### src/hw/rtl/diode_ring_modulator_defines.svh
`ifndef DIODE_RING_MODULATOR_DEFINES_SVH
`define DIODE_RING_MODULATOR_DEFINES_SVH

// implication in the same cycle, off while reset is high
`define DRM_ASSERT_IMP(lbl, clk, rst, pre, post) \
   lbl: assert property (@(posedge clk) disable iff (rst) (pre) |-> (post)) \
      else $error("drm: same-cycle check failed");

// implication in the next cycle, off while reset is high
`define DRM_ASSERT_NXT(lbl, clk, rst, pre, post) \
   lbl: assert property (@(posedge clk) disable iff (rst) (pre) |=> (post)) \
      else $error("drm: next-cycle check failed");

// implication in the next cycle, checked through reset as well
`define DRM_ASSERT_NXT_ALL(lbl, clk, pre, post) \
   lbl: assert property (@(posedge clk) (pre) |=> (post)) \
      else $error("drm: next-cycle check failed");

`endif

### src/hw/rtl/drm_pkg.sv
`default_nettype none

package drm_pkg;

   localparam int unsigned SAMPLE_BITS          = 16;
   localparam int unsigned CURVE_DEPTH_DEFAULT  = 256;
   localparam int unsigned MIX_W                = 17;
   localparam logic [MIX_W-1:0] MIX_FULL        = 17'h10000;

   // diode argument magnitude in 1/2048 V, table entries and diode values in 2^-17 V
   localparam int unsigned MAG_W    = SAMPLE_BITS + 2;
   localparam int unsigned FRAC_W   = 12;
   localparam int unsigned BREAK    = 1 << FRAC_W;
   localparam int unsigned CURVE_W  = 18;
   localparam int unsigned DIODE_W  = MAG_W + 6;
   localparam int unsigned RING_W   = DIODE_W + 1;
   localparam int unsigned WET_W    = MIX_W + 1 + RING_W;
   localparam int unsigned DRY_W    = MIX_W + 1 + SAMPLE_BITS;
   localparam int unsigned ACC_W    = WET_W + 1;
   localparam int unsigned OUT_SHIFT = 22;
   localparam logic [ACC_W-1:0] ROUND_HALF = ACC_W'(1) << (OUT_SHIFT - 1);

   localparam logic [63:0] Q30_ONE   = 64'd1 << 30;
   localparam logic [63:0] Q30_LN2   = 64'd744261118;
   localparam logic [63:0] CURVE_DIV = 64'd5 << 14;

   typedef struct packed {
      logic lead;
      logic tail;
   } stage_en_type;

   // restoring division, elaboration use only
   function automatic logic [63:0] udiv64(input logic [63:0] num, input logic [63:0] den);
      logic [63:0] q;
      logic [64:0] r;
      q = '0;
      r = '0;
      for (int i = 63; i >= 0; i--) begin
         r = {r[63:0], num[i]};
         if (r >= {1'b0, den}) begin
            r    = r - {1'b0, den};
            q[i] = 1'b1;
         end
      end
      return q;
   endfunction

   // exp(-t), q30
   function automatic logic [63:0] exp_neg_q30(input logic [63:0] t);
      logic [63:0] k;
      logic [63:0] r;
      logic [63:0] term;
      logic [63:0] pos;
      logic [63:0] neg;
      k    = t / Q30_LN2;
      r    = t - k * Q30_LN2;
      term = Q30_ONE;
      pos  = Q30_ONE;
      neg  = '0;
      if (k >= 64'd62) begin
         return '0;
      end
      for (int n = 1; n <= 24; n++) begin
         term = udiv64((term * r) >> 30, 64'(n));
         if (n % 2 == 1) begin
            neg = neg + term;
         end else begin
            pos = pos + term;
         end
      end
      return (pos - neg) >> k;
   endfunction

   // ln(1+u), q30, atanh series
   function automatic logic [63:0] ln1p_q30(input logic [63:0] u);
      logic [63:0] w;
      logic [63:0] w2;
      logic [63:0] term;
      logic [63:0] sum;
      w    = udiv64(u << 30, 2 * Q30_ONE + u);
      w2   = (w * w) >> 30;
      term = w;
      sum  = '0;
      for (int n = 0; n < 24; n++) begin
         sum  = sum + udiv64(term, 64'(2 * n + 1));
         term = (term * w2) >> 30;
      end
      return 2 * sum;
   endfunction

   // diode curve at 2*i/depth volt, 2^-17 V, rounded to nearest
   function automatic logic [CURVE_W-1:0] curve_entry(input int unsigned i,
                                                      input int unsigned depth);
      logic [63:0] a;
      logic [63:0] b;
      logic [63:0] mag;
      logic [63:0] t;
      logic [63:0] s;
      logic [63:0] q;
      logic        above;
      a     = 64'(i) * 64'd20;
      b     = 64'(depth) * 64'd10;
      above = a > b;
      mag   = above ? a - b : b - a;
      t     = udiv64(mag << 30, 64'(depth));
      s     = ln1p_q30(exp_neg_q30(t)) + (above ? t : 64'd0);
      q     = (s + CURVE_DIV / 2) / CURVE_DIV;
      return q[CURVE_W-1:0];
   endfunction

endpackage

`default_nettype wire

### src/hw/rtl/drm_mix.sv
`default_nettype none

module drm_mix
   import drm_pkg::*;
(
   input  wire logic                          clock,
   input  wire stage_en_type                  en,
   input  wire logic        [MIX_W-1:0]       wet_mix,
   input  wire logic        [DIODE_W-1:0]     diode_a,
   input  wire logic        [DIODE_W-1:0]     diode_b,
   input  wire logic signed [SAMPLE_BITS-1:0] dry_sample,
   output logic signed      [SAMPLE_BITS-1:0] mixed_sample
);

   localparam int unsigned Y_W = ACC_W - OUT_SHIFT;
   localparam logic signed [Y_W-1:0] Y_MAX = Y_W'((1 << (SAMPLE_BITS - 1)) - 1);
   localparam logic signed [Y_W-1:0] Y_MIN = -Y_MAX - Y_W'(1);

   // product stage
   logic [MIX_W-1:0]         w_eff;
   logic signed [RING_W-1:0] ring_w;
   logic signed [WET_W-1:0]  wet_ff, wet_in;
   logic signed [DRY_W-1:0]  dry_ff, dry_in;

   always_comb begin
      w_eff  = (wet_mix > MIX_FULL) ? MIX_FULL : wet_mix;
      ring_w = $signed({1'b0, diode_a}) - $signed({1'b0, diode_b});
      wet_in = $signed({1'b0, w_eff}) * ring_w;
      dry_in = $signed({1'b0, MIX_FULL - w_eff}) * dry_sample;
   end

   always_ff @(posedge clock) begin
      if (en.lead) begin
         wet_ff <= wet_in;
         dry_ff <= dry_in;
      end
   end

   // sum, round half up, saturate
   logic signed [ACC_W-1:0]       acc_w;
   logic signed [Y_W-1:0]         y_w;
   logic signed [SAMPLE_BITS-1:0] out_ff, out_in;

   always_comb begin
      acc_w = ACC_W'(wet_ff) + (ACC_W'(dry_ff) <<< 6) + $signed(ROUND_HALF);
      y_w   = acc_w[ACC_W-1:OUT_SHIFT];
      if (y_w > Y_MAX) begin
         out_in = SAMPLE_BITS'(Y_MAX);
      end else if (y_w < Y_MIN) begin
         out_in = SAMPLE_BITS'(Y_MIN);
      end else begin
         out_in = y_w[SAMPLE_BITS-1:0];
      end
   end

   always_ff @(posedge clock) begin
      if (en.tail) begin
         out_ff <= out_in;
      end
   end

   assign mixed_sample = out_ff;

endmodule

`default_nettype wire

### config.mk
export PLATFORM = sky130hd
export DESIGN_NAME = drm_mix
export DESIGN_NICKNAME = d
export VERILOG_FILES = /design/src/hw/rtl/diode_ring_modulator_defines.svh /design/src/hw/rtl/drm_pkg.sv /design/src/hw/rtl/drm_mix.sv
export SDC_FILE = /design/constraint.sdc
export NUM_CORES = 2
export LEC_CHECK = 0
export ABC_AREA = 1
export BUFFER_PORTS_ARGS = -buffer_cell sky130_fd_sc_hd__buf_2
export CORE_ASPECT_RATIO = 0.6
export CORE_MARGIN = 5
export CORE_UTILIZATION = 40
export CTS_BUF_LIST = sky130_fd_sc_hd__clkbuf_4 sky130_fd_sc_hd__clkbuf_8
export DETAILED_ROUTE_END_ITERATION = 16
export PLACE_DENSITY_LB_ADDON = 0.2
export SLEW_MARGIN = 10
export SYNTH_ARGS = -nofsm -noshare
export SYNTH_HDL_FRONTEND = slang
export SYNTH_SLANG_ARGS = --single-unit
### constraint.sdc
create_clock -name clock -period 15.42 [get_ports clock]
set_clock_uncertainty 0.05 [all_clocks]
set_input_delay 2.313 -clock clock [delete_from_list [all_inputs] [get_ports clock]]
set_output_delay 2.313 -clock clock [all_outputs]
set_load 0.1 [all_outputs]
After elaboration in Yosys (flattened, before gate mapping)
Cells that the tools add are included.
{"block": "classes", "n_lt_le_gt_ge": 3, "mul": 2, "n_addsub": 4, "mux": 2}
{"operator": "$add 43x40->44", "count": 1}
{"operator": "$add 44x23->44 const B", "count": 1}
{"operator": "$mul 18x25->43", "count": 1}
{"operator": "$mul 18x16->34", "count": 1}
{"operator": "$sub 24x24->25", "count": 1}
{"operator": "$gt 22x16->1 const B", "count": 1}
{"operator": "$lt 22x16->1 const B", "count": 1}
{"operator": "$gt 17x17->1 const B", "count": 1}
{"operator": "$mux 17", "count": 1}
{"operator": "$sub 17x17->17 const A", "count": 1}
{"operator": "$mux 16", "count": 1}
{"block": "totals", "elab_cells": 14, "input_bits": 84, "regBits": 93, "out_inout_bits": 16}

Logic depth before layout (Yosys ltp)
{"block": "depth", "word_depth": 4, "depth_mapped": 40, "ltp_nobuf": 40}

Least setup slack after synthesis
OpenSTA, ideal clock, no wires.
{"block": "synth_timing", "kind": "input port to flip-flop", "start": "in diode_a[0]", "end": "reg wet_ff[42] (data pin)", "slack_ns": 6.106, "setup_time_ns": 0.276, "arrival_time_ns": 8.988, "n_path_buf": 1, "path_stages": 34, "required_time_ns": 15.094, "cell_sequence": "inv_1 > ha_1 > inv_1 > fa_1 > nand3_1 > nand2_1 > nand2_1 > o211ai_2 > a21oi_1 > inv_1 > nand2_1 > nand2_1 > a21oi_1 > inv_2 > buf_2 > nor2_1 > inv_1 > fa_1 > fa_1 > inv_1 > fa_1 > fa_1 > fa_1 > inv_1 > fa_1 > inv_1 > ha_1 > a21oi_1 > o21ai_0 > inv_1 > nor2_1 > nor4_1 > o311ai_0 > xor2_1"}
{"block": "synth_via", "elab_chain_cells": 2}
{"element": "start, declared", "line": "drm_mix.sv:9", "text": "input wire logic [DIODE_W-1:0] diode_a,"}
{"element": "$sub 24x24->25", "line": "drm_mix.sv:27", "text": "ring_w = $signed({1'b0, diode_a}) - $signed({1'b0, diode_b});"}
{"element": "$mul 18x25->43", "line": "drm_mix.sv:28", "text": "wet_in = $signed({1'b0, w_eff}) * ring_w;"}
{"element": "via wet_in[42]", "line": "drm_mix.sv:22", "text": "logic signed [WET_W-1:0] wet_ff, wet_in;"}
{"element": "end signal, assigned", "line": "drm_mix.sv:34", "text": "wet_ff <= wet_in;"}
{"element": "end, declared", "line": "drm_mix.sv:22"}
The timed path passes the listed nets, and every way through them passes these cells.
A chain may end at the register's enable or synchronous reset.

Worst setup path after layout
{"block": "layout_timing", "start": "in wet_mix[9]", "end": "reg dry_ff[27] (data pin)"}
{"block": "layout_via", "elab_chain_cells": 4}
{"element": "start, declared", "line": "drm_mix.sv:8", "text": "input wire logic [MIX_W-1:0] wet_mix,"}
{"element": "$gt 17x17->1", "line": "drm_mix.sv:26", "text": "w_eff = (wet_mix > MIX_FULL) ? MIX_FULL : wet_mix;"}
{"element": "$mux 17 (*)", "line": "drm_mix.sv:26"}
{"element": "$sub 17x17->17 (*)", "line": "drm_mix.sv:29", "text": "dry_in = $signed({1'b0, MIX_FULL - w_eff}) * dry_sample;"}
{"element": "$mul 18x16->34 (*)", "line": "drm_mix.sv:29"}
{"element": "via dry_in[27]", "line": "drm_mix.sv:23", "text": "logic signed [DRY_W-1:0] dry_ff, dry_in;"}
{"element": "end signal, assigned", "line": "drm_mix.sv:35", "text": "dry_ff <= dry_in;"}
{"element": "end, declared", "line": "drm_mix.sv:23"}
Mark *: on every way through the listed nets, which the timed path passes. The rest lies on a longest branch.

==> impl_metrics.xml <==
<?xml version="1.0" encoding="UTF-8"?>
<metrics>
  <group name="setup_path">
    <metric name="timing.critical_path.depth" unit="">30</metric>
    <metric name="cp_max_fo" unit="">23</metric>
    <metric name="timing.reg2reg.setup_slack" unit="ns">11.97</metric>
    <metric name="worst_r2r_path_depth" unit="">13</metric>
    <metric name="worst_setup_path_startpoint" unit="">wet_mix[9]</metric>
    <metric name="crit_buf_inv" unit="">8</metric>
    <metric name="cp-endpoint" unit="">dry_ff[27]$_DFFE_PP_</metric>
    <metric name="worstSetupPathType" unit="">in -&gt; reg</metric>
    <metric name="worst_ep_required_time" unit="ns">15.51</metric>
    <metric name="regToRegStartpoint" unit="">wet_ff[32]$_DFFE_PP_</metric>
    <metric name="worst_r2r_endpoint" unit="">mixed_sample[13]$_SDFFCE_PN1P_</metric>
    <metric name="critical_path_startpoint_category" unit="">input port</metric>
    <metric name="crit_arrival" unit="ns">11.40</metric>
    <metric name="crit_path_max_incr_delay" unit="ns">0.86</metric>
    <metric name="worstSetupEndpointType" unit="">register</metric>
    <metric name="worst_path_max_delay_cell" unit="">nor4_1</metric>
    <metric name="crit_family" unit="">adder cells</metric>
  </group>
  <group name="logic_synthesis">
    <metric name="post_synth_main_area_contributors" unit="">fa_1, ha_1, inv_1</metric>
    <metric name="synth_fp_nets" unit="">4909</metric>
    <metric name="synth-seq-area-share" unit="%">8.30</metric>
    <metric name="synth.cells.most_frequent" unit="">inv_1, nand2_1, fa_1</metric>
    <metric name="asyncSetResetFlopFracSynth" unit="%">0</metric>
    <metric name="avgSynthCellArea" unit="um^2">8.11</metric>
    <metric name="syn_inst" unit="">3880</metric>
    <metric name="netlist-cell-type-count" unit="">55</metric>
    <metric name="yosysTopAreaCell" unit="">fa_1</metric>
    <metric name="dominantRegCellSynth" unit="">edfxtp_1</metric>
    <metric name="netlist_area" unit="um^2">31500</metric>
    <metric name="synth_enable_flop_cells" unit="">87</metric>
    <metric name="synth.top_cell.area_share" unit="%">39.7</metric>
    <metric name="synth.yosys.warnings" unit="">0</metric>
    <metric name="count_leader_synth" unit="">inv_1</metric>
    <metric name="postSynthRegisterBits" unit="">87</metric>
  </group>
  <group name="drt">
    <metric name="vias" unit="">25130</metric>
    <metric name="routed_wl" unit="mm">101</metric>
    <metric name="drc_errors" unit="">0</metric>
    <metric name="final_antenna_net_count" unit="">0</metric>
    <metric name="avgViaCountPerCell" unit="">5.04</metric>
    <metric name="dr.first_iter.drc_count" unit="">2418</metric>
    <metric name="avgRoutedWirePerCell" unit="um">20.3</metric>
    <metric name="detailedRoute.firstPassIterationCount" unit="">6</metric>
  </group>
  <group name="run">
    <metric name="max_capacitance_violation_count" unit="">0</metric>
  </group>
  <group name="placed_design">
    <metric name="hpwlAfterDp" unit="mm">86.7</metric>
    <metric name="place_inst" unit="">4971</metric>
    <metric name="port_buffers" unit="">99</metric>
    <metric name="gpl_congestion" unit="">0.985</metric>
  </group>
  <group name="clock_network">
    <metric name="clock_sink_count" unit="">87</metric>
    <metric name="clock_tree.htree_level_count" unit="">3</metric>
    <metric name="postCtsSetupRepairBufs" unit="">0</metric>
    <metric name="insertion_delay" unit="ns">0.40</metric>
    <metric name="cts_root_buf" unit="">clkbuf_8</metric>
    <metric name="hold_buffers" unit="">0</metric>
    <metric name="inserted_clock_buffers" unit="">9</metric>
    <metric name="tritoncts" unit="">yes</metric>
    <metric name="clock_tree.buffer_depth" unit="">2</metric>
    <metric name="cts_resized" unit="">0</metric>
    <metric name="cts.reportedPaths.clkPinSlew" unit="ns">0.10</metric>
  </group>
  <group name="finish">
    <metric name="nNetsFinal" unit="">4958</metric>
    <metric name="drive_above_1_share" unit="%">5.34</metric>
    <metric name="finalCoreUtilization" unit="%">42.8</metric>
    <metric name="area_delta_synth_final" unit="%">5.76</metric>
    <metric name="instances_no_fill" unit="">4990</metric>
  </group>
  <group name="grt">
    <metric name="grt_pass1_wl" unit="mm">157</metric>
    <metric name="grt_max_degree" unit="">72</metric>
    <metric name="grt.overflow.total" unit="">0</metric>
    <metric name="grt_antenna_before_repair" unit="">4</metric>
    <metric name="grt_usage" unit="%">24.5</metric>
    <metric name="number_of_global_route_vias_before_repair" unit="">25656</metric>
  </group>
  <group name="floorplanning">
    <metric name="floorplan.core_area" unit="um^2">77700</metric>
    <metric name="io-pin-count" unit="">100</metric>
    <metric name="fp.dieArea" unit="um^2">84500</metric>
    <metric name="floorplan.rows" unit="">79</metric>
    <metric name="floorplan.die.width" unit="um">372</metric>
    <metric name="die_h" unit="um">227</metric>
    <metric name="initial_core_util" unit="%">40.5</metric>
  </group>
  <group name="sta">
    <metric name="timing.fmax" unit="MHz">88.5</metric>
    <metric name="timing.max_slew.rel_slack" unit="%">21.9</metric>
    <metric name="finalMaxSlewViolations" unit="">0</metric>
    <metric name="timing_hold_violations_final" unit="">0</metric>
    <metric name="hold_ws" unit="ns">0.967</metric>
    <metric name="share_of_the_clock_period_used_by_the_worst_path" unit="%">73.3</metric>
    <metric name="timing.setup.tns" unit="ns">0</metric>
    <metric name="tightest_slew" unit="ns">1.17</metric>
    <metric name="final_period_minus_worst_setup_slack" unit="ns">11.30</metric>
    <metric name="finalSetupViolations" unit="">0</metric>
    <metric name="rsz0062_at_grt" unit="">no</metric>
  </group>
  <group name="outcome">
    <metric name="run_status" unit="">finished, final reports clean</metric>
  </group>
  <group name="worst_hold_path">
    <metric name="hp-class" unit="">reg -&gt; reg</metric>
  </group>
</metrics>
## final cells by class
cell class,instances,area [um^2]
fill,7994,44400
multi-input combinational,2696,24700
inverter,1012,3800
sequential,87,2610
tap,1053,1320
timing repair buffer,123,676
clock buffer,9,124
clock inverter,7,65.1
antenna,3,7.51
## worst min path at each step
stage                     cells after the start                              to                 start  slack [ns]
after floorplan                               3  mixed_sample[15]$_SDFFCE_PN0P_  wet_ff[42]$_DFFE_PP_        0.77
after global placement                        3  mixed_sample[15]$_SDFFCE_PN0P_  wet_ff[42]$_DFFE_PP_        0.95
after detailed placement                      3  mixed_sample[15]$_SDFFCE_PN0P_  wet_ff[42]$_DFFE_PP_        0.94
after CTS                                     3  mixed_sample[15]$_SDFFCE_PN0P_  wet_ff[42]$_DFFE_PP_        0.96
after global routing                          3  mixed_sample[15]$_SDFFCE_PN0P_  wet_ff[42]$_DFFE_PP_        1.01
final                                         3  mixed_sample[15]$_SDFFCE_PN0P_  wet_ff[42]$_DFFE_PP_        0.97
## sequential cells by signal, indices dropped and copies added (netlist names)
name / count
wet_ff: 37
dry_ff: 34
mixed_sample: 16
## layout by cell type (no fill, tap or decap), drive strengths merged, types with 9 or more instances in the layout
master,count
inv,1009
nand2,724
fa,624
nor2,429
ha,321
a21oi,150
nand3,136
buf,123
edfxtp,87
o21ai,70
xor2,66
xnor2,37
nor3,25
o21bai,18
a21o,16
nand4,14
a31oi,12
nor4,12
or2,10
a21boi,10
clkbuf,9
clkinv,9
## logic make-up (layout without fill, tap and decap cells)
logic type      Yosys count  count (layout)  share of synthesized area (%)
simple gates           1361            1361                           17.8
buf+inv                1097            1151                           13.3
fa+ha+maj               945             945                           52.5
compound gates          287             287                           5.18
xor+xnor                103             103                           3.00
flops                    87              87                           8.30
other cells               0               3                              0
## routing by layer
layer | GRT usage [%] | up-vias | part of all wire, %
met5 | 0.275 | - | 0.019
met1 | 39.8 | 12206 | 50
li1 | - | 11642 | -
met4 | 2.64 | 4 | 1.0
met3 | 9.89 | 85 | 14
met2 | 30.6 | 1193 | 35
## through the flow
step	setup WS (ns)	instance area, um^2
6_report	4.12	33300
2_1_floorplan	6.11	31500
3_5_place_dp	4.06	33100
4_1_cts	4.48	33300
5_1_grt	3.86	33300
3_3_place_gp	3.84	33100
## worst register-to-register path, stage by stage (launching register included)
cell      delay (ns)
edfxtp_1        0.48
ha_1            0.35
ha_1            0.41
a21oi_1         0.38
nor2_1          0.07
nor2_1          0.14
a21boi_1        0.23
nor2_1          0.06
nor2_1          0.10
nand3_1         0.09
xnor2_1         0.35
nand2_2         0.28
nand2_1         0.13
nand2_1         0.06
Power is not shown: default switching activity piles up to over one toggle a cycle in this logic, so the estimate is an artifact.
